**src/design/bmm_pkg.sv**
```systemverilog
// ----------------------------------------------------------------------------
// bmm_pkg: shared types and constants of the batched matrix multiply unit
// Payload structs, chain control, state encoding and configuration indexes.
// ----------------------------------------------------------------------------
`default_nettype none

package bmm_pkg;

	localparam int DIM_DEFAULT = 16;
	localparam int DATA_W      = 16;
	localparam int ACC_W       = 36;
	localparam int REG_W       = 5;
	localparam int OIDX_W      = 4;
	localparam int CFG_IDX_W   = 2;
	localparam int REG_RESET   = 16;

	localparam logic MODE_LOAD   = 1'b0;
	localparam logic MODE_STREAM = 1'b1;

	typedef enum logic [CFG_IDX_W-1:0] {
		CFG_LAYER_COUNT = 2'd0,
		CFG_ROW_COUNT   = 2'd1,
		CFG_INNER_SIZE  = 2'd2
	} cfg_reg_t;

	typedef enum logic [1:0] {
		ST_IDLE,
		ST_MAC,
		ST_FLUSH,
		ST_DRAIN
	} state_t;

	typedef struct packed {
		logic                     mode;
		logic signed [DATA_W-1:0] element;
	} item_t;

	typedef struct packed {
		logic [OIDX_W-1:0]       layer_index;
		logic [OIDX_W-1:0]       row_index;
		logic [OIDX_W-1:0]       column_index;
		logic signed [ACC_W-1:0] dot_value;
		logic                    row_last;
		logic                    batch_done;
	} result_t;

	// operand traveling down the cell chain
	typedef struct packed {
		logic                     valid;
		logic signed [DATA_W-1:0] a;
	} tok_t;

	typedef struct packed {
		logic shift;
		logic clear;
	} chain_ctl_t;

	typedef struct packed {
		logic              valid;
		logic              row_last;
		logic              batch_done;
		logic [OIDX_W-1:0] layer;
		logic [OIDX_W-1:0] row;
		logic [OIDX_W-1:0] column;
	} emit_t;

endpackage

`default_nettype wire

```
**src/design/bmm_cell.sv**
```systemverilog
// ----------------------------------------------------------------------------
// bmm_cell: one column accumulator of the cell chain
// Multiply-accumulates the passing operand, shifts toward cell zero on drain.
// ----------------------------------------------------------------------------
`default_nettype none

module bmm_cell (
	input  wire logic                             clk,
	input  wire logic                             arst_n,
	input  wire bmm_pkg::chain_ctl_t              chain,
	input  wire bmm_pkg::tok_t                    tok_in,
	input  wire logic signed [bmm_pkg::DATA_W-1:0] b,
	input  wire logic signed [bmm_pkg::ACC_W-1:0]  acc_in,
	output logic signed [bmm_pkg::ACC_W-1:0]       acc,
	output bmm_pkg::tok_t                          tok_out
);

	logic signed [2*bmm_pkg::DATA_W-1:0] prod;
	logic signed [bmm_pkg::ACC_W-1:0]    acc_q;
	logic                                tok_valid_q;
	logic signed [bmm_pkg::DATA_W-1:0]   tok_a_q;

	assign prod = $signed(tok_in.a) * b;

	always_ff @(posedge clk or negedge arst_n) begin
		if (!arst_n) begin
			acc_q       <= '0;
			tok_valid_q <= 1'b0;
		end else begin
			if (chain.clear) begin
				acc_q <= '0;
			end else if (chain.shift) begin
				acc_q <= acc_in;
			end else if (tok_in.valid) begin
				acc_q <= acc_q + bmm_pkg::ACC_W'(prod);
			end
			tok_valid_q <= tok_in.valid;
		end
	end

	always_ff @(posedge clk) begin
		tok_a_q <= tok_in.a;
	end

	assign acc             = acc_q;
	assign tok_out.valid   = tok_valid_q;
	assign tok_out.a       = tok_a_q;

endmodule

`default_nettype wire

```
**config.mk**
```make
export PLATFORM = sky130hd
export DESIGN_NAME = bmm_cell
export DESIGN_NICKNAME = d
export VERILOG_FILES = /design/src/design/bmm_pkg.sv /design/src/design/bmm_cell.sv
export SDC_FILE = /design/constraint.sdc
export NUM_CORES = 1
export LEC_CHECK = 0
export ABC_AREA = 1
export BUFFER_PORTS_ARGS = -buffer_cell sky130_fd_sc_hd__buf_2
export CAP_MARGIN = 20
export CORE_ASPECT_RATIO = 0.5
export CORE_MARGIN = 4
export CORE_UTILIZATION = 60
export DETAILED_ROUTE_END_ITERATION = 10
export PLACE_DENSITY_LB_ADDON = 0.12
export SLEW_MARGIN = 20
export SYNTH_ARGS = -nofsm -noshare
export SYNTH_HDL_FRONTEND = slang
export SYNTH_SLANG_ARGS = --single-unit
```
**constraint.sdc**
```tcl
create_clock -name clk -period 5.6 [get_ports clk]
set_clock_uncertainty 0.1 [all_clocks]
set_input_delay 1.4 -clock clk [delete_from_list [all_inputs] [get_ports clk]]
set_output_delay 1.4 -clock clk [all_outputs]
set_load 0.005 [all_outputs]
```
After elaboration in Yosys (flattened, before gate mapping):

Index checks and enable logic that the tools add are counted.

* register bits: 53
* bits of input ports: 73
* logic and storage cells: 9

* add/sub/neg operators: 1
* $mul: 1
* multiplexer cells: 3
* reductions and logical operators: 1

Operators by type and width (number)
* $mux 36: 3
* $add 36x32->36: 1
* $mul 16x16->32: 1
* $reduce_bool 3->1: 1

Logic depth before layout (Yosys ltp):

* word-level depth: 5
* depth in mapped cells: 29

Least setup slack after synthesis:

OpenSTA, ideal clock, no wires.

* kind: input -> register
* start: input b[3] in the netlist's numbering
* end: register acc_q (netlist bit acc[35])
* library setup time: 0.116 ns
* data arrival time: 6.538 ns
* data required time: 5.384 ns
* setup slack: -1.154 ns
* stages: 21
* path buffers: 2
* cell sequence: clkbuf_1 clkbuf_1 nand2_1 fa_1 fa_1 fa_1 inv_1 fa_1 inv_1 fa_1 fa_1 inv_1 ha_1 nand2_1 nor3_1 and2_1 nand2_1 nand3_1 nand3_1 nand2_1 nand2_1

* word-level cells in the longest chain between the ends: 5

Ends and longest elaborated chain
* from (decl): line bmm_cell.sv:12 `input wire logic signed [bmm_pkg::DATA_W-1:0] b,`
* $mul 16x16->32: line bmm_cell.sv:23 `assign prod = $signed(tok_in.a) * b;`
* $add 36x32->36: line bmm_cell.sv:35 `acc_q <= acc_q + bmm_pkg::ACC_W'(prod);`
* $mux 36: line bmm_cell.sv:34 `end else if (tok_in.valid) begin`
* $mux 36: line bmm_cell.sv:32 `end else if (chain.shift) begin`
* $mux 36: line bmm_cell.sv:30 `if (chain.clear) begin`
* to (signal assigned): line bmm_cell.sv:33 `acc_q <= acc_in;`
* to (signal assigned): line bmm_cell.sv:35
* to (decl): line bmm_cell.sv:19 `logic signed [bmm_pkg::ACC_W-1:0] acc_q;`

No other way between the ends. The select of a mux whose other input is x is not followed.
A chain may end at the register's enable or synchronous reset.

Worst setup path after layout:

* start: input b[12] in the netlist's numbering
* end: register acc_q (netlist bit acc[19])

Same word-level chain as after synthesis.

==> impl_metrics.py <==
metrics = {
    "floorplan": {
        "start_util_pct": 61.9,
        "num_rows": 40,
        "die-area_sq_um": 27800,
        "core_sq_um": 24300,
        "fp.dieH_um": 120,
        "ios": 126,
        "die_w_um": 232,
    },
    "logic_synthesis": {
        "synth_seq_cells": 53,
        "synth.area.top_cells": "fa_1 (42%), inv_1 (16%), nand2_1 (14%)",
        "synth_top_area_share_pct": 41.8,
        "synth_seq_area_share_pct": 8.28,
        "synth.net_count": 2515,
        "synth_area_sq_um": 15000,
        "synth_cell_types": 31,
        "synth_top_area_cell": "fa_1",
        "ys_warn_count": 0,
        "syn_avg_cell_area_sq_um": 7.45,
        "syn_inst": 2021,
    },
    "timing": {
        "tightest_slew_ns": 0.979,
        "period_share_pct": 111,
        "hold_violations": 0,
        "setup_ws_ns": -0.641,
        "fmax_mhz": 160,
        "slew_headroom_pct": 34.7,
        "finalSetupViolCount": 27,
        "fin_crit_ns": 6.24,
        "drv_slew": 0,
        "rsz0062_at_grt": "true",
    },
    "global_route": {
        "overflow": 0,
        "antenna_found_initial": 0,
        "first_global_vias": 12815,
        "grt_first_pass_wirelength_um": 65200,
        "grt_start_max_net_pins": 38,
        "grt_use_total_pct": 29.9,
    },
    "place": {
        "gp_congestion": 0.945,
        "placed_cell_area_sq_um": 17500,
        "io_buffers": 125,
        "dpl.cell_count": 2539,
        "dp_hpwl_um": 33700,
    },
    "clock_tree": {
        "clk_path_buf_depth": 2,
        "cts_hold_buf": 0,
        "clk_latency_ns": 0.33,
        "root_buffer": "clkbuf_16",
        "clkSlewWorstSetupHoldPaths_ns": 0.09,
        "cts_tree": "done",
        "htreeDepth": 2,
        "cts.sinks": 53,
        "cts_buffers": 5,
    },
    "worst_setup_path": {
        "worstSetupPathType": "in -> reg",
        "cpMostUsedCell": "inv_2",
        "worstPathMaxFanout": 13,
        "cp-start-kind": "input port",
        "required_ns": 5.71,
        "cp.arrival_ns": 6.35,
        "max_stage_delay_ns": 0.58,
        "crit_path_end_kind": "flip-flop",
        "slowest_stage": "fa_1",
    },
    "final_layout": {
        "post_route_cells_drive_above_1_share_pct": 28.4,
        "antenna_cells": 0,
        "finalNetCount": 2756,
        "finalInstanceArea_sq_um": 19300,
        "seq_area_sq_um": 1250,
        "area_growth_pct": 28.4,
        "layout.cells.non_filler": 2599,
        "final_util_pct": 79.4,
        "fillers": 1684,
        "multi_input_area_sq_um": 12500,
    },
    "drt": {
        "detail-route-antenna-nets": 0,
        "drt-wirelength-per-cell_um": 15.9,
        "drcViolationCount": 0,
        "drtIter0Drc": 873,
        "wl_um": 41400,
        "viasPerCell": 5.02,
        "dr.pass1.iters": 5,
        "num_vias": 13037,
    },
    "run_status": {
        "violations": "negative setup slack",
        "status": "finished with violations",
    },
    "worst_hold_path": {
        "hold_class": "reg -> reg",
    },
    "flow_run": {
        "maxCapViolCount": 0,
    },
}
-- worst paths after layout --
| check | slack (ns) | from | endpoint | cells past startpoint |
|---|---|---|---|---|
| max in group asynchronous | 3.66 | arst_n | acc[16] | 1 |
| worst max register to register | 0.87 | acc[15] | acc[19] | 20 |
| worst min-delay path | 0.42 | acc[1] | acc[1] | 2 |
| min in group asynchronous | 1.11 | arst_n | acc[33] | 1 |
| worst max-delay path | -0.64 | b[12] | acc[19] | 25 |
| worst min register to register | 0.42 | acc[1] | acc[1] | 2 |
-- what timing repair did --
action / CTS / global route
gates resized for setup: 220 / 150
hold endpoints to repair: 0 / 0
endpoints found under the setup margin: 28 / 29
cloned: 2 / 0
setup buffers: 37 / 13
pin swaps: 101 / 133
-- final cells by class --
| class | instances | area share (%) |
|---|---|---|
| clock inverters | 3 | 0.130 |
| multi-input cells | 1252 | 64.7 |
| well taps | 336 | 2.18 |
| repair buffers | 311 | 13.4 |
| flip-flops and latches | 53 | 6.45 |
| clock buffers | 5 | 0.648 |
| inverters | 639 | 12.5 |
-- critical path, delay by kind of cell --
| family | cells | cell delay [ns] |
|---|---|---|
| xor+xnor | 1 | 0.13 |
| compound gates | 2 | 0.29 |
| buf+inv | 10 | 0.74 |
| simple gates | 5 | 0.39 |
| fa+ha+maj | 7 | 3.41 |
-- Yosys cell counts --
library cell / instances
inv_1: 636
xor2_1: 12
nand2_1: 568
o21ai_1: 1
or2_2: 2
and2_1: 7
buf_2: 8
nor3_2: 5
and3_2: 1
o21bai_1: 2
buf_1: 1
buf_4: 2
dfxtp_1: 16
o31ai_1: 11
and3_1: 4
or2_0: 1
nand3_1: 48
dfrtp_1: 37
inv_2: 3
o21ai_0: 11
nor2_2: 3
nor2_4: 1
nor3_4: 2
clkbuf_1: 66
nor2_1: 119
nor3_1: 1
fa_1: 314
nand4_1: 6
a21oi_1: 19
ha_1: 107
nand2_2: 7
-- metrics by stage --
stage	worst slack [ns]	hold slack, ns	setup TNS (ns)
4_1_cts	-0.667	0.420	-12.98
5_1_grt	-0.839	0.436	-18.90
2_1_floorplan	-0.716	0.387	-13.87
3_5_place_dp	-1.26	0.398	-27.85
6_report	-0.641	0.417	-14.02
3_3_place_gp	-1.17	0.398	-26.47
-- registers in the layout, indices dropped and copies added, names as in the netlist --
| signal | cells |
|---|---|
| acc | 36 |
| tok_valid_q | 1 |
| tok_a_q | 16 |
-- metal layers --
metal | part of all wire [%] | up-vias | global-route usage, %
met1 | 43 | 6331 | 43.4
met2 | 46 | 533 | 46.7
met4 | 2.1 | 0 | 6.83
met3 | 8.3 | 73 | 6.19
met5 | 0 | - | 1.10
li1 | - | 6100 | -
-- cell usage in the layout, fill, tap and decap left out, types with 8 or more instances in the layout --
cell type / n
inv_2: 71
dfrtp_1: 37
fa_1: 296
a21oi_2: 8
nand2_2: 76
buf_12: 15
nor2_1: 104
nand3_2: 12
xor2_1: 10
nor2_4: 15
buf_2: 95
buf_8: 9
nand2_1: 454
buf_6: 47
ha_4: 34
fa_2: 18
dfxtp_1: 16
inv_1: 564
o31ai_1: 11
nand3_1: 32
nand2_4: 43
buf_4: 141
ha_1: 71
-- kinds of logic (layout without fill, tap and decap cells) --
family                   after synthesis  count (layout)  synth area share, %
AND/OR/NAND/NOR                      775             775                 20.7
flip-flops                            53              53                 8.28
XOR/XNOR                              12              12                0.698
adder cells (fa/ha/maj)              421             421                 50.7
buffers and inverters                716             958                 18.0
AO/OA/AOI/OAI                         44              44                 1.68
Power is not shown: default switching activity piles up to over one toggle a cycle in this logic, so the estimate is an artifact.
