File: config.mk
export PLATFORM = sky130hd
export DESIGN_NAME = bmm_ctrl
export DESIGN_NICKNAME = d
export VERILOG_FILES = /design/src/design/bmm_pkg.sv /design/src/design/bmm_ctrl.sv
export SDC_FILE = /design/constraint.sdc
export NUM_CORES = 1
export LEC_CHECK = 0
export BUFFER_PORTS_ARGS = -buffer_cell sky130_fd_sc_hd__buf_2
export CORE_MARGIN = 10
export CORE_UTILIZATION = 45
export DETAILED_ROUTE_END_ITERATION = 8
export PLACE_DENSITY = 0.81
export SETUP_SLACK_MARGIN = 0.1
export SLEW_MARGIN = 20
export SYNTH_ARGS = -nofsm -noshare
export SYNTH_HDL_FRONTEND = slang
export SYNTH_SLANG_ARGS = --single-unit
File: constraint.sdc
create_clock -name clk -period 4.3 [get_ports clk]
set_input_delay 0.215 -clock clk [delete_from_list [all_inputs] [get_ports clk]]
set_output_delay 0.215 -clock clk [all_outputs]
set_load 0.1 [all_outputs]
File: src/design/bmm_pkg.sv
// ----------------------------------------------------------------------------
// bmm_pkg: shared types and constants of the batched matrix multiply unit
// Payload structs, chain control, state encoding and configuration indexes.
// ----------------------------------------------------------------------------
`default_nettype none

package bmm_pkg;

	localparam int DIM_DEFAULT = 16;
	localparam int DATA_W      = 16;
	localparam int ACC_W       = 36;
	localparam int REG_W       = 5;
	localparam int OIDX_W      = 4;
	localparam int CFG_IDX_W   = 2;
	localparam int REG_RESET   = 16;

	localparam logic MODE_LOAD   = 1'b0;
	localparam logic MODE_STREAM = 1'b1;

	typedef enum logic [CFG_IDX_W-1:0] {
		CFG_LAYER_COUNT = 2'd0,
		CFG_ROW_COUNT   = 2'd1,
		CFG_INNER_SIZE  = 2'd2
	} cfg_reg_t;

	typedef enum logic [1:0] {
		ST_IDLE,
		ST_MAC,
		ST_FLUSH,
		ST_DRAIN
	} state_t;

	typedef struct packed {
		logic                     mode;
		logic signed [DATA_W-1:0] element;
	} item_t;

	typedef struct packed {
		logic [OIDX_W-1:0]       layer_index;
		logic [OIDX_W-1:0]       row_index;
		logic [OIDX_W-1:0]       column_index;
		logic signed [ACC_W-1:0] dot_value;
		logic                    row_last;
		logic                    batch_done;
	} result_t;

	// operand traveling down the cell chain
	typedef struct packed {
		logic                     valid;
		logic signed [DATA_W-1:0] a;
	} tok_t;

	typedef struct packed {
		logic shift;
		logic clear;
	} chain_ctl_t;

	typedef struct packed {
		logic              valid;
		logic              row_last;
		logic              batch_done;
		logic [OIDX_W-1:0] layer;
		logic [OIDX_W-1:0] row;
		logic [OIDX_W-1:0] column;
	} emit_t;

endpackage

`default_nettype wire

File: src/design/bmm_ctrl.sv
// ----------------------------------------------------------------------------
// bmm_ctrl: sequencer of the batched matrix multiply unit
// Configuration, load and stream positions, store addressing and drain.
// ----------------------------------------------------------------------------
`default_nettype none

module bmm_ctrl #(
	parameter  int MAX_DIM = bmm_pkg::DIM_DEFAULT,
	localparam int IDX_W   = $clog2(MAX_DIM),
	localparam int LIM_W   = $clog2(MAX_DIM + 1),
	localparam int DEPTH   = MAX_DIM * MAX_DIM * MAX_DIM,
	localparam int AW      = $clog2(DEPTH)
) (
	input  wire logic                               clk,
	input  wire logic                               arst_n,
	input  wire logic                               start,
	input  wire bmm_pkg::item_t                     item,
	input  wire logic                               cfg_write,
	input  wire logic [bmm_pkg::CFG_IDX_W-1:0]      cfg_index,
	input  wire logic [bmm_pkg::REG_W-1:0]          cfg_data,
	output logic                                    busy,
	output logic                                    mem_we,
	output logic [AW-1:0]                           mem_waddr,
	output logic [bmm_pkg::DATA_W-1:0]              mem_wdata,
	output logic [AW-1:0]                           mem_raddr,
	output logic                                    inject,
	output logic signed [bmm_pkg::DATA_W-1:0]       a_val,
	output logic [LIM_W-1:0]                        inner_lim,
	output bmm_pkg::chain_ctl_t                     chain,
	output bmm_pkg::emit_t                          emit
);

	bmm_pkg::state_t state_q, state_d;

	logic [bmm_pkg::REG_W-1:0] layer_count_q, row_count_q, inner_size_q;
	logic [LIM_W-1:0]          p_lim, q_lim, r_lim;

	logic [IDX_W-1:0] load_layer_q, load_row_q, load_col_q;
	logic [IDX_W-1:0] stream_layer_q, stream_row_q, stream_col_q;
	logic [IDX_W-1:0] cnt_q;
	logic [IDX_W-1:0] base_layer_q, base_x_q, out_layer_q, out_row_q;
	logic signed [bmm_pkg::DATA_W-1:0] a_q;
	logic row_end_q, done_q;
	logic accept, accept_stream, cnt_last;
	logic row_end, stream_row_wrap, stream_layer_wrap;

	function automatic logic [LIM_W-1:0] eff_dim(input logic [bmm_pkg::REG_W-1:0] v);
		logic [LIM_W-1:0] res;
		if (v == '0) begin
			res = LIM_W'(1);
		end else if (int'(v) > MAX_DIM) begin
			res = LIM_W'(MAX_DIM);
		end else begin
			res = LIM_W'(v);
		end
		return res;
	endfunction

	function automatic logic wraps(input logic [IDX_W-1:0] ctr, input logic [LIM_W-1:0] lim);
		return (LIM_W'(ctr) + LIM_W'(1)) >= lim;
	endfunction

	function automatic logic [IDX_W-1:0] bump(input logic [IDX_W-1:0] ctr,
			input logic [LIM_W-1:0] lim);
		return wraps(ctr, lim) ? '0 : ctr + IDX_W'(1);
	endfunction

	function automatic logic [AW-1:0] store_addr(input logic [IDX_W-1:0] l,
			input logic [IDX_W-1:0] r, input logic [IDX_W-1:0] c);
		return AW'(l) * AW'(MAX_DIM * MAX_DIM) + AW'(r) * AW'(MAX_DIM) + AW'(c);
	endfunction

	assign p_lim = eff_dim(layer_count_q);
	assign q_lim = eff_dim(row_count_q);
	assign r_lim = eff_dim(inner_size_q);

	assign cnt_last          = wraps(cnt_q, r_lim);
	assign row_end           = wraps(stream_col_q, r_lim);
	assign stream_row_wrap   = wraps(stream_row_q, q_lim);
	assign stream_layer_wrap = wraps(stream_layer_q, p_lim);

	// next state
	always_comb begin
		state_d = state_q;
		case (state_q)
			bmm_pkg::ST_IDLE: begin
				if (start && item.mode == bmm_pkg::MODE_STREAM) state_d = bmm_pkg::ST_MAC;
			end
			bmm_pkg::ST_MAC: begin
				if (cnt_last) state_d = bmm_pkg::ST_FLUSH;
			end
			bmm_pkg::ST_FLUSH: begin
				state_d = row_end_q ? bmm_pkg::ST_DRAIN : bmm_pkg::ST_IDLE;
			end
			bmm_pkg::ST_DRAIN: begin
				if (cnt_last) state_d = bmm_pkg::ST_IDLE;
			end
			default: begin
				state_d = bmm_pkg::ST_IDLE;
			end
		endcase
	end

	// outputs
	always_comb begin
		busy          = (state_q != bmm_pkg::ST_IDLE);
		accept        = start && (state_q == bmm_pkg::ST_IDLE);
		accept_stream = accept && (item.mode == bmm_pkg::MODE_STREAM);
		mem_we        = accept && (item.mode == bmm_pkg::MODE_LOAD);
		mem_waddr     = store_addr(load_layer_q, load_row_q, load_col_q);
		mem_wdata     = item.element;
		mem_raddr     = store_addr(base_layer_q, base_x_q, cnt_q);
		inject        = (state_q == bmm_pkg::ST_MAC) && (cnt_q == '0);
		a_val         = a_q;
		inner_lim     = r_lim;

		chain.shift   = (state_q == bmm_pkg::ST_DRAIN);
		chain.clear   = (state_q == bmm_pkg::ST_DRAIN) && cnt_last;

		emit.valid      = (state_q == bmm_pkg::ST_DRAIN);
		emit.row_last   = cnt_last;
		emit.batch_done = done_q && cnt_last;
		emit.layer      = bmm_pkg::OIDX_W'(out_layer_q);
		emit.row        = bmm_pkg::OIDX_W'(out_row_q);
		emit.column     = bmm_pkg::OIDX_W'(cnt_q);
	end

	always_ff @(posedge clk or negedge arst_n) begin
		if (!arst_n) begin
			state_q        <= bmm_pkg::ST_IDLE;
			layer_count_q  <= bmm_pkg::REG_W'(bmm_pkg::REG_RESET);
			row_count_q    <= bmm_pkg::REG_W'(bmm_pkg::REG_RESET);
			inner_size_q   <= bmm_pkg::REG_W'(bmm_pkg::REG_RESET);
			load_layer_q   <= '0;
			load_row_q     <= '0;
			load_col_q     <= '0;
			stream_layer_q <= '0;
			stream_row_q   <= '0;
			stream_col_q   <= '0;
			cnt_q          <= '0;
			row_end_q      <= 1'b0;
			done_q         <= 1'b0;
		end else begin
			state_q <= state_d;

			if (cfg_write) begin
				case (cfg_index)
					bmm_pkg::CFG_LAYER_COUNT: layer_count_q <= cfg_data;
					bmm_pkg::CFG_ROW_COUNT:   row_count_q   <= cfg_data;
					bmm_pkg::CFG_INNER_SIZE:  inner_size_q  <= cfg_data;
					default: ;
				endcase
			end

			if (mem_we) begin
				load_col_q <= bump(load_col_q, r_lim);
				if (wraps(load_col_q, r_lim)) begin
					load_row_q <= bump(load_row_q, r_lim);
					if (wraps(load_row_q, r_lim)) load_layer_q <= bump(load_layer_q, p_lim);
				end
			end

			if (accept_stream) begin
				row_end_q <= row_end;
				done_q    <= stream_row_wrap && stream_layer_wrap;
				if (row_end) begin
					stream_col_q <= '0;
					stream_row_q <= bump(stream_row_q, q_lim);
					if (stream_row_wrap) stream_layer_q <= bump(stream_layer_q, p_lim);
				end else begin
					stream_col_q <= stream_col_q + IDX_W'(1);
				end
			end

			// shared step counter: store column on mac, result column on drain
			if ((state_q == bmm_pkg::ST_MAC || state_q == bmm_pkg::ST_DRAIN) && !cnt_last) begin
				cnt_q <= cnt_q + IDX_W'(1);
			end else begin
				cnt_q <= '0;
			end
		end
	end

	always_ff @(posedge clk) begin
		if (accept_stream) begin
			a_q          <= item.element;
			base_layer_q <= stream_layer_q;
			base_x_q     <= stream_col_q;
			out_layer_q  <= stream_layer_q;
			out_row_q    <= stream_row_q;
		end
	end

endmodule

`default_nettype wire

# Word level (Yosys, flattened, before mapping)

Index checks and enable logic that the tools add are counted.

Flip-flop bits (word level): 75
Input bits: 28
Output and inout port bits: 81
Word-level logic and storage cells: 98

$add $sub $neg: 18
Magnitude comparators: 10
Eq/ne operators: 8
Mux-type cells: 18
Bitwise operators: 1
Reduce and logical (&&, ||, !) cells: 26

Operators by type and width:

| operator              | count |
|---|---|
| $add A4 B1 Y5 const B | 7 |
| $ge A5 B5 Y1          | 7 |
| $mux W5               | 6 |
| $add A4 B1 Y4 const B | 7 |
| $mux W4               | 7 |
| $add A12 B4 Y12       | 2 |
| $add A12 B8 Y12       | 2 |
| $gt A5 B5 Y1 const B  | 3 |
| $logic_not A5 Y1      | 3 |
| $reduce_and A2 Y1     | 5 |
| $logic_and A1 B1 Y1   | 9 |
| $reduce_and A3 Y1     | 3 |
| $mux W2               | 4 |
| $pmux W2 S4           | 1 |
| $eq A2 B2 Y1 const B  | 3 |
| $eq A2 B1 Y1 const B  | 2 |
| $logic_not A2 Y1      | 2 |
| $logic_not A4 Y1      | 1 |
| $ne A2 B2 Y1 const B  | 2 |
| $ne A2 B1 Y1 const B  | 1 |
| $reduce_bool A2 Y1    | 1 |
| $logic_not A1 Y1      | 1 |
| $logic_or A1 B1 Y1    | 1 |
| $not A1 Y1            | 1 |

# Longest topological paths before layout

Gate-level depths: netlist of the first run.

Depth after elaboration: 7
Gate-level depth with buffers: 11
Gate-level depth less buffers: 10

# Least setup slack after synthesis of the first run

OpenSTA, ideal clock, no wires.

Kind: flip-flop to output port
Start: reg inner_size_q[2] (netlist bit)
End: out emit[12] (netlist bit)
Arrival: 4.242 ns
Required time: 4.085 ns
Slack: -0.157 ns
Cell stages (with the launch flop): 11
Path buffers: 0
Cell sequence: dfrtp_1 -> nor3_1 -> nor2_1 -> nor2_1 -> ha_1 -> nand2b_1 -> a21o_1 -> maj3_1 -> maj3_2 -> a21oi_2 -> nor2b_1

RTL lines:

| element                | RTL line        | RTL |
|---|---|---|
| start, declared        | bmm_ctrl.sv:35  | `logic [bmm_pkg::REG_W-1:0] layer_count_q, row_count_q, inner_size_q;` |
| start signal, assigned | bmm_ctrl.sv:133 | `inner_size_q <= bmm_pkg::REG_W'(bmm_pkg::REG_RESET);` |
| start signal, assigned | bmm_ctrl.sv:150 | `bmm_pkg::CFG_INNER_SIZE: inner_size_q <= cfg_data;` |
| end, declared          | bmm_ctrl.sv:30  | `output bmm_pkg::emit_t emit` |

==> summary.md, run 1 <==
| Metric | Value |
|---|---|
| Global router's overall resource usage | `0.135` |
| Post-layout minimum cycle time | `3430 ps` |
| Commonest cells in the netlist | `sky130_fd_sc_hd__dfrtp_1 (44), sky130_fd_sc_hd__ha_1 (35), sky130_fd_sc_hd__edfxtp_1 (28)` |
| First-pass iteration count of the detailed router | `4` |
| Portion of the clock cycle consumed by the worst path in the final layout | `0.797` |
| Starting density of the core | `0.467` |
| DIE AREA | `0.0134 mm2` |
| Register-to-Register Path Depth | `10` |
| Required time worst endpoint | `4090 ps` |
| Count of filler cells inserted in the layout | `734` |
| Master of the slowest instance on the critical path | `sky130_fd_sc_hd__dfrtp_1` |
| Maximum Capacitance Violations | `0` |
| Sequential cell fraction of total power | `0.292` |
| Critical path destination | `emit[12]` |
| Port buffer count | `approximately 110` |
| Clk sink count | `75` |
| Antenna violations before repair | `0` |
| Gate family responsible for the most delay along the worst path | `adder cells` |
| Layout net count | `520` |
| Distinct cell type count after synthesis | `56` |
| Number of cells on the critical path | `11` |
| Number of routed nets with antenna violations | `0` |
| Minimum setup slack in the final design | `roughly 870 ps` |
| Top-Level Pins | `109` |
| Setup slack on the worst flop-to-flop path | `roughly 1400 ps` |
| Final setup violating endpoints | `0` |
| Number of vias after detailed routing | `3033` |
| Drt initial violations | `approximately 110` |
| Die Span X | `116 um` |
| Number of vias per cell | `around 5.3` |
| DP Wirelength | `7160 um` |
| Clk_lat worst skew | `350 ps` |
| Critical path arrival | `about 3200 ps` |
| Power per Cell Area | `around 760 mW/mm2` |
| CTS tree | `yes` |
| Average detailed-routed wire length per instance | `16.0 um` |
| Most frequently used cell type in the post-synthesis netlist | `sky130_fd_sc_hd__dfrtp_1` |
| Switch Pwr | `0.00190 W` |
| CTS H-tree lvls | `3` |
| Origin of the worst setup path | `inner_size_q[2]` |
| Worst hold path class | `in2reg` |
| Seq/Total Area, Yosys | `0.489` |
| Post-placement setup slack | `1240 ps` |
| Internal power summed over all cells | `0.00180 W` |
| Number of placement rows | `34` |
| Type of origin of the critical path | `flip-flop` |
| Post-synthesis cell type with the largest combined area | `sky130_fd_sc_hd__dfrtp_1` |
| Chip height | `around 120 um` |
| Average footprint of a synthesized cell | `11.3 um2` |
| Drt drc | `0` |
| Vias in the first global route | `3059` |
| GR met1 Demand/Resource | `0.153` |
| Clock transition at the registers of the reported paths | `80 ps` |
| Leak pwr | `2.33 nW` |
| RSZ-0062 raised after global routing | `false` |
| Worst Path Max Fanout | `8` |
| Core Util, Final | `0.551` |
| Post-synth ARST share | `0.627` |
| Worst reg2reg path endpoint | `load_row_q[0]` |
| Net Count, Synth | `428` |
| First-pass GRT wire length | `14600 um` |
| Least-Margin Pin Slew | `slightly below 800 ps` |
| Part of the total power dissipated in combinational logic | `0.528` |
| Maximum ir drop on the vdd rail | `0.467 mV` |
| Count of pins over their slew limit | `0` |
| Clock tree root driver cell | `sky130_fd_sc_hd__clkbuf_8` |
| Worst-case clock buffer depth | `2` |
| Result of the run | `completed` |
| Number of buffers created by CTS | `9` |
| CP Cell Sequence | `nor3_1, nor2_1, nor2_2, ha_1, nand2b_1, a21o_1, maj3_1, maj3_2, a21oi_2, nor2b_1, buf_2` |
| Kind of end point of the critical path | `output pin` |
| Routability Congestion | `0.798` |
| Yosys warning total | `0` |
| Syn Inst Count | `365` |
| Register bit total from synthesis | `75` |
| Netlist Area Pre-Place | `0.00414 mm2` |
| Reg-to-reg critical path startpoint | `inner_size_q[2]` |
| Pin count of the biggest net entering global routing | `48` |
| GR met2 Demand/Resource | `0.220` |
| Maximum clock skew at final layout | `11.5 ps` |
| Relative contribution of the clock network to total power | `0.179` |
| Hold Fails Final Rpt | `0` |
| Met3 demand-to-capacity share in global routing | `0.0517` |
| Top FF cell, synth | `sky130_fd_sc_hd__dfrtp_1` |
| Yosys top cell area share | `0.266` |
| GRT Max-Usage Layer | `met2` |
| Maximum single-stage delay on the critical path | `390 ps` |
| Core Area | `0.00885 mm2` |
| Fraction of final layout cells sized beyond drive strength 1 | `0.355` |
| Total buffers and inverters traversed by the critical path | `1` |
| # resized after CTS | `0` |
| Synth-to-layout area growth | `17.9%` |
| Count of flip-flops with a built-in enable after synthesis | `28` |
| Count of antenna diodes in the layout | `0` |
| Overflow after GRT | `0` |
| Detailed Route WL | `9110 um` |
| Max Clock Freq | `slightly below 300 MHz` |
| Top cells by area, synth | `sky130_fd_sc_hd__dfrtp_1 (27%), sky130_fd_sc_hd__edfxtp_1 (20%), sky130_fd_sc_hd__ha_1 (11%)` |
| Proportion of total power due to net switching | `0.513` |
| Sum of negative setup slack | `0 ps` |
| Worst slew margin relative to its limit | `0.473` |
| Crit Path Class | `reg2out` |
layer usage:
layer | share of wire | vias to the layer above
li1 | - | 1477
met1 | 0.40 | 1434
met2 | 0.46 | 103
met3 | 0.11 | 19
met4 | 0.025 | 0
met5 | 0 | -
worst register-to-register path, cell delays in order, from the launching register on:
cell,delay (ps)
sky130_fd_sc_hd__dfrtp_1,390
sky130_fd_sc_hd__nor3_1,210
sky130_fd_sc_hd__nor2_1,80
sky130_fd_sc_hd__nor2_2,200
sky130_fd_sc_hd__ha_1,270
sky130_fd_sc_hd__nand2b_1,170
sky130_fd_sc_hd__a211oi_1,390
sky130_fd_sc_hd__nor3_1,150
sky130_fd_sc_hd__a311oi_4,490
sky130_fd_sc_hd__and3_4,300
sky130_fd_sc_hd__mux2_2,160
logic make-up (layout without fill, tap and decap cells):
| logic type | Yosys count | in the layout | synth area share |
|---|---|---|---|
| xor+xnor | 14 | 14 | 0.0297 |
| mux | 16 | 16 | 0.0436 |
| buf+inv | 50 | 147 | 0.0717 |
| fa+ha+maj | 39 | 39 | 0.116 |
| simple gates | 104 | 104 | 0.135 |
| compound gates | 67 | 67 | 0.115 |
| flops | 75 | 75 | 0.489 |
metrics by stage:
step           cells  instance area (um2)  hold WS, ps  total power, W
2_1_floorplan    365                 4140        -80.6         0.00274
3_3_place_gp     553                 4610          406         0.00300
3_5_place_dp     553                 4610          408         0.00306
4_1_cts          569                 4860         45.3         0.00373
5_1_grt          570                 4870         44.5         0.00393
6_report         570                 4870         54.2         0.00371
how the worst min path moves through the flow:
stage / to / depth (start not counted) / from / slack [ps]
floorplan: cnt_q[0] / 0 / arst_n / -80
CTS: a_val[14] / 1 / item[14] / 50
global route: a_val[10] / 1 / item[10] / 40
finish: a_val[14] / 1 / item[14] / 50
global placement: a_val[5] / 1 / item[5] / 410
detailed placement: a_val[3] / 1 / item[3] / 410
what timing repair did:
action,CTS,global route
setup buffers,0,0
hold buffers,0,1
endpoints found under the hold margin,0,44
final cells by class:
cell class              count  area [um2]  area share
multi-input cells         240        1830       0.375
inverters                  21        81.3      0.0167
clock buffers              10         138      0.0282
flip-flops and latches     75        2020       0.415
clock inverters             6         113      0.0231
repair buffers            110         561       0.115
well taps                 108         135      0.0277
sequential cells by signal, summed over array words and instances, names as in the netlist:
signal / cells
row_end_q: 1
out_layer_q: 4
base_x_q: 4
layer_count_q: 5
load_col_q: 4
stream_row_q: 4
inner_size_q: 5
done_q: 1
row_count_q: 5
state_q: 2
out_row_q: 4
load_row_q: 4
load_layer_q: 4
cnt_q: 4
stream_layer_q: 4
stream_col_q: 4
a_val: 16
cell usage in the layout (no fill, tap or decap), types with 3 or more instances in the layout:
master,netlist,layout
sky130_fd_sc_hd__buf_2,0,107
sky130_fd_sc_hd__dfrtp_1,44,44
sky130_fd_sc_hd__ha_1,35,35
sky130_fd_sc_hd__edfxtp_1,28,28
sky130_fd_sc_hd__nand2_1,23,23
sky130_fd_sc_hd__o21ai_0,19,19
sky130_fd_sc_hd__inv_1,18,18
sky130_fd_sc_hd__nor2_1,18,17
sky130_fd_sc_hd__mux2_2,16,16
sky130_fd_sc_hd__nand3_1,13,13
sky130_fd_sc_hd__nand2b_1,12,12
sky130_fd_sc_hd__and3_1,12,12
sky130_fd_sc_hd__clkbuf_8,0,10
sky130_fd_sc_hd__xnor2_1,9,9
sky130_fd_sc_hd__o31ai_1,9,9
sky130_fd_sc_hd__a21oi_1,8,8
sky130_fd_sc_hd__xor2_1,5,5
sky130_fd_sc_hd__nor3_1,5,5
sky130_fd_sc_hd__nor2b_1,5,5
sky130_fd_sc_hd__a211oi_1,5,5
sky130_fd_sc_hd__o41ai_1,4,4
sky130_fd_sc_hd__a22o_1,4,4
sky130_fd_sc_hd__bufinv_16,0,3
sky130_fd_sc_hd__dfstp_2,3,3
power by group through the flow:
stage	registers (W)	clock network, W	logic (W)
6_report	0.00108	0.000665	0.00196
5_1_grt	0.00111	0.000706	0.00211
4_1_cts	0.00108	0.000677	0.00197
3_5_place_dp	0.00110	0	0.00197
3_3_place_gp	0.00108	0	0.00192
2_1_floorplan	0.00157	0	0.00117
Power figures use the tool's default switching activity.
==> run 2, diff against run 1 <==
Clock period 4.3 ns to 3.52 ns, I/O delays scaled along.
==> run 2 against run 1 <==
Total power increased by 22%. Cell count increased by 0.18%. Non-clock buffer count increased by 1. Combinational power increased by 22%. Sequential power increased by 22%. Die area unchanged. Via count decreased by 0.89%. Core utilization increased by 0.31 points. First-iteration DRC count decreased by 8.5%. Design area increased by 0.56%. Hold slack got worse by 37 ps.
==> summary.md, run 2 (same netlist as run 1, synthesis figures left out) <==
| Metric | Value |
|---|---|
| Max Clock Freq | `just over 300 MHz` |
| Count of filler cells inserted in the layout | `744` |
| Core Util, Final | `0.554` |
| Drt drc | `0` |
| Synth-to-layout area growth | `18.5%` |
| Post-placement setup slack | `558 ps` |
| Gate family responsible for the most delay along the worst path | `adder cells` |
| Reg-to-reg critical path startpoint | `inner_size_q[4]` |
| Type of origin of the critical path | `flip-flop` |
| Number of vias per cell | `between 5 and 6` |
| Starting density of the core | `0.467` |
| Crit Path Class | `reg2out` |
| Number of buffers created by CTS | `9` |
| Fraction of final layout cells sized beyond drive strength 1 | `0.356` |
| Top-Level Pins | `109` |
| Vias in the first global route | `3030` |
| Routability Congestion | `0.841` |
| Overflow after GRT | `0` |
| Die Span X | `between 100 and 150 um` |
| Post-CTS setup-driven buffer insertion count | `0` |
| Global router's overall resource usage | `0.130` |
| Core Area | `a little under 0.009 mm2` |
| Number of vias after detailed routing | `3006` |
| Worst Path Max Fanout | `8` |
| Least-Margin Pin Slew | `759 ps` |
| Maximum clock skew at final layout | `13.2 ps` |
| Hold path endpoint | `a_val[14]` |
| Sum of negative setup slack | `0 ps` |
| Critical path arrival | `roughly 3100 ps` |
| Maximum Capacitance Violations | `0` |
| Kind of end point of the critical path | `output pin` |
| Area of combinational cells with multiple inputs | `approximately 0.0018 mm2` |
| Start point of the worst min-delay path | `item[14]` |
| First-pass iteration count of the detailed router | `4` |
| Number of routed nets with antenna violations | `0` |
| RSZ-0062 raised after global routing | `false` |
| Most common library cell in the layout ignoring fill and taps | `sky130_fd_sc_hd__buf_2` |
| Minimum setup slack in the final design | `297 ps` |
| Power per Cell Area | `920 mW/mm2` |
| Detailed Route WL | `between 8000 and 9000 um` |
| Average detailed-routed wire length per instance | `15.5 um` |
| CTS tree | `yes` |
| Highest-count cells in the layout ignoring fill and taps | `sky130_fd_sc_hd__buf_2 (106), sky130_fd_sc_hd__dfrtp_1 (44), sky130_fd_sc_hd__ha_1 (35)` |
| Port buffer count | `108` |
| Register-to-Register Path Depth | `8` |
| Worst reg2reg path endpoint | `load_row_q[0]` |
| Chip height | `116 um` |
| Number of flip-flops under the largest register name | `16` |
| Portion of the clock cycle consumed by the worst path in the final layout | `0.915` |
| CTS H-tree lvls | `3` |
| Clock transition at the registers of the reported paths | `~80 ps` |
| Number of cells on the critical path | `9` |
| Required time worst endpoint | `roughly 3300 ps` |
| Clk sink count | `between 70 and 80` |
| Master of the slowest instance on the critical path | `sky130_fd_sc_hd__dfstp_2` |
| Sequential cell area | `0.00202 mm2` |
| Worst hold path class | `in2reg` |
| Count of antenna diodes in the layout | `0` |
| Result of the run | `completed` |
| Setup slack on the worst flop-to-flop path | `830 ps` |
| Pin count of the biggest net entering global routing | `between 40 and 50` |
| DIE AREA | `0.0134 mm2` |
| First-pass GRT wire length | `between 10000 and 15000 um` |
| Maximum ir drop on the vdd rail | `0.630 mV` |
| DP Wirelength | `7050 um` |
| Worst slew margin relative to its limit | `0.489` |
| Antenna violations before repair | `1` |
| Total buffers and inverters traversed by the critical path | `3` |
| Leak pwr | `2.34 nW` |
| Number of placement rows | `34` |
| Hold Fails Final Rpt | `0` |
| Count of pins over their slew limit | `0` |
| Clock tree root driver cell | `sky130_fd_sc_hd__clkbuf_8` |
| Drt initial violations | `97` |
| Maximum single-stage delay on the critical path | `600 ps` |
| Crit path top cell by count | `sky130_fd_sc_hd__inv_1` |
| Worst-case clock buffer depth | `2` |
| CP Cell Sequence | `and2b_2, inv_1, ha_1, a21o_1, maj3_1, maj3_2, a21oi_4, inv_1, buf_2` |
| Final setup violating endpoints | `0` |
| Layout net count | `521` |
| Worst Hold Depth | `1` |
| Clk_lat worst skew | `about 340 ps` |
| Post-layout minimum cycle time | `3220 ps` |
==> run 2: worst max path at each step <==
stage                                from  slack, ps       end
after floorplan                  cnt_q[0]       -270  emit[12]
after global placement    inner_size_q[4]        600  emit[12]
after detailed placement  inner_size_q[4]        560  emit[12]
after CTS                 inner_size_q[4]        160  emit[12]
after global routing      inner_size_q[2]        110  emit[13]
final                     inner_size_q[4]        300  emit[13]
==> run 2: layout make-up <==
cell class,count,share of cell area
flip-flops and latches,75,0.412
repair buffers,111,0.117
well taps,108,0.0276
clock inverters,6,0.0230
multi-input cells,240,0.376
clock buffers,10,0.0281
inverters,21,0.0166
==> run 2: through the flow <==
step	cell area, um2	instances	power, W	hold slack, ps
floorplan	4150	365	0.00335	-120
global placement	4620	553	0.00368	367
detailed placement	4620	553	0.00373	368
CTS	4880	570	0.00454	0.261
global route	4900	571	0.00479	4.03
finish	4900	571	0.00451	17.4
==> run 2: routing by layer <==
metal	global-route usage	up-vias	wire length, um
met5	0	-	13
li1	-	1485	-
met2	0.225	106	4140
met4	0.0626	2	197
met1	0.138	1396	3620
met3	0.0470	17	884
==> run 2: timing repair <==
item	CTS	global route
endpoints found under the setup margin	0	3
hold buffers	1	1
hold endpoints to repair	1	44
gates resized for setup	0	3
==> run 2: power breakdown <==
part	switching (W)	internal, W	leakage [nW]	total (W)
Sequential	0.000198	0.00112	0.852	0.00132
Clock	0.000308	0.000491	0.126	0.000799
Combinational	0.00180	0.000595	1.36	0.00239
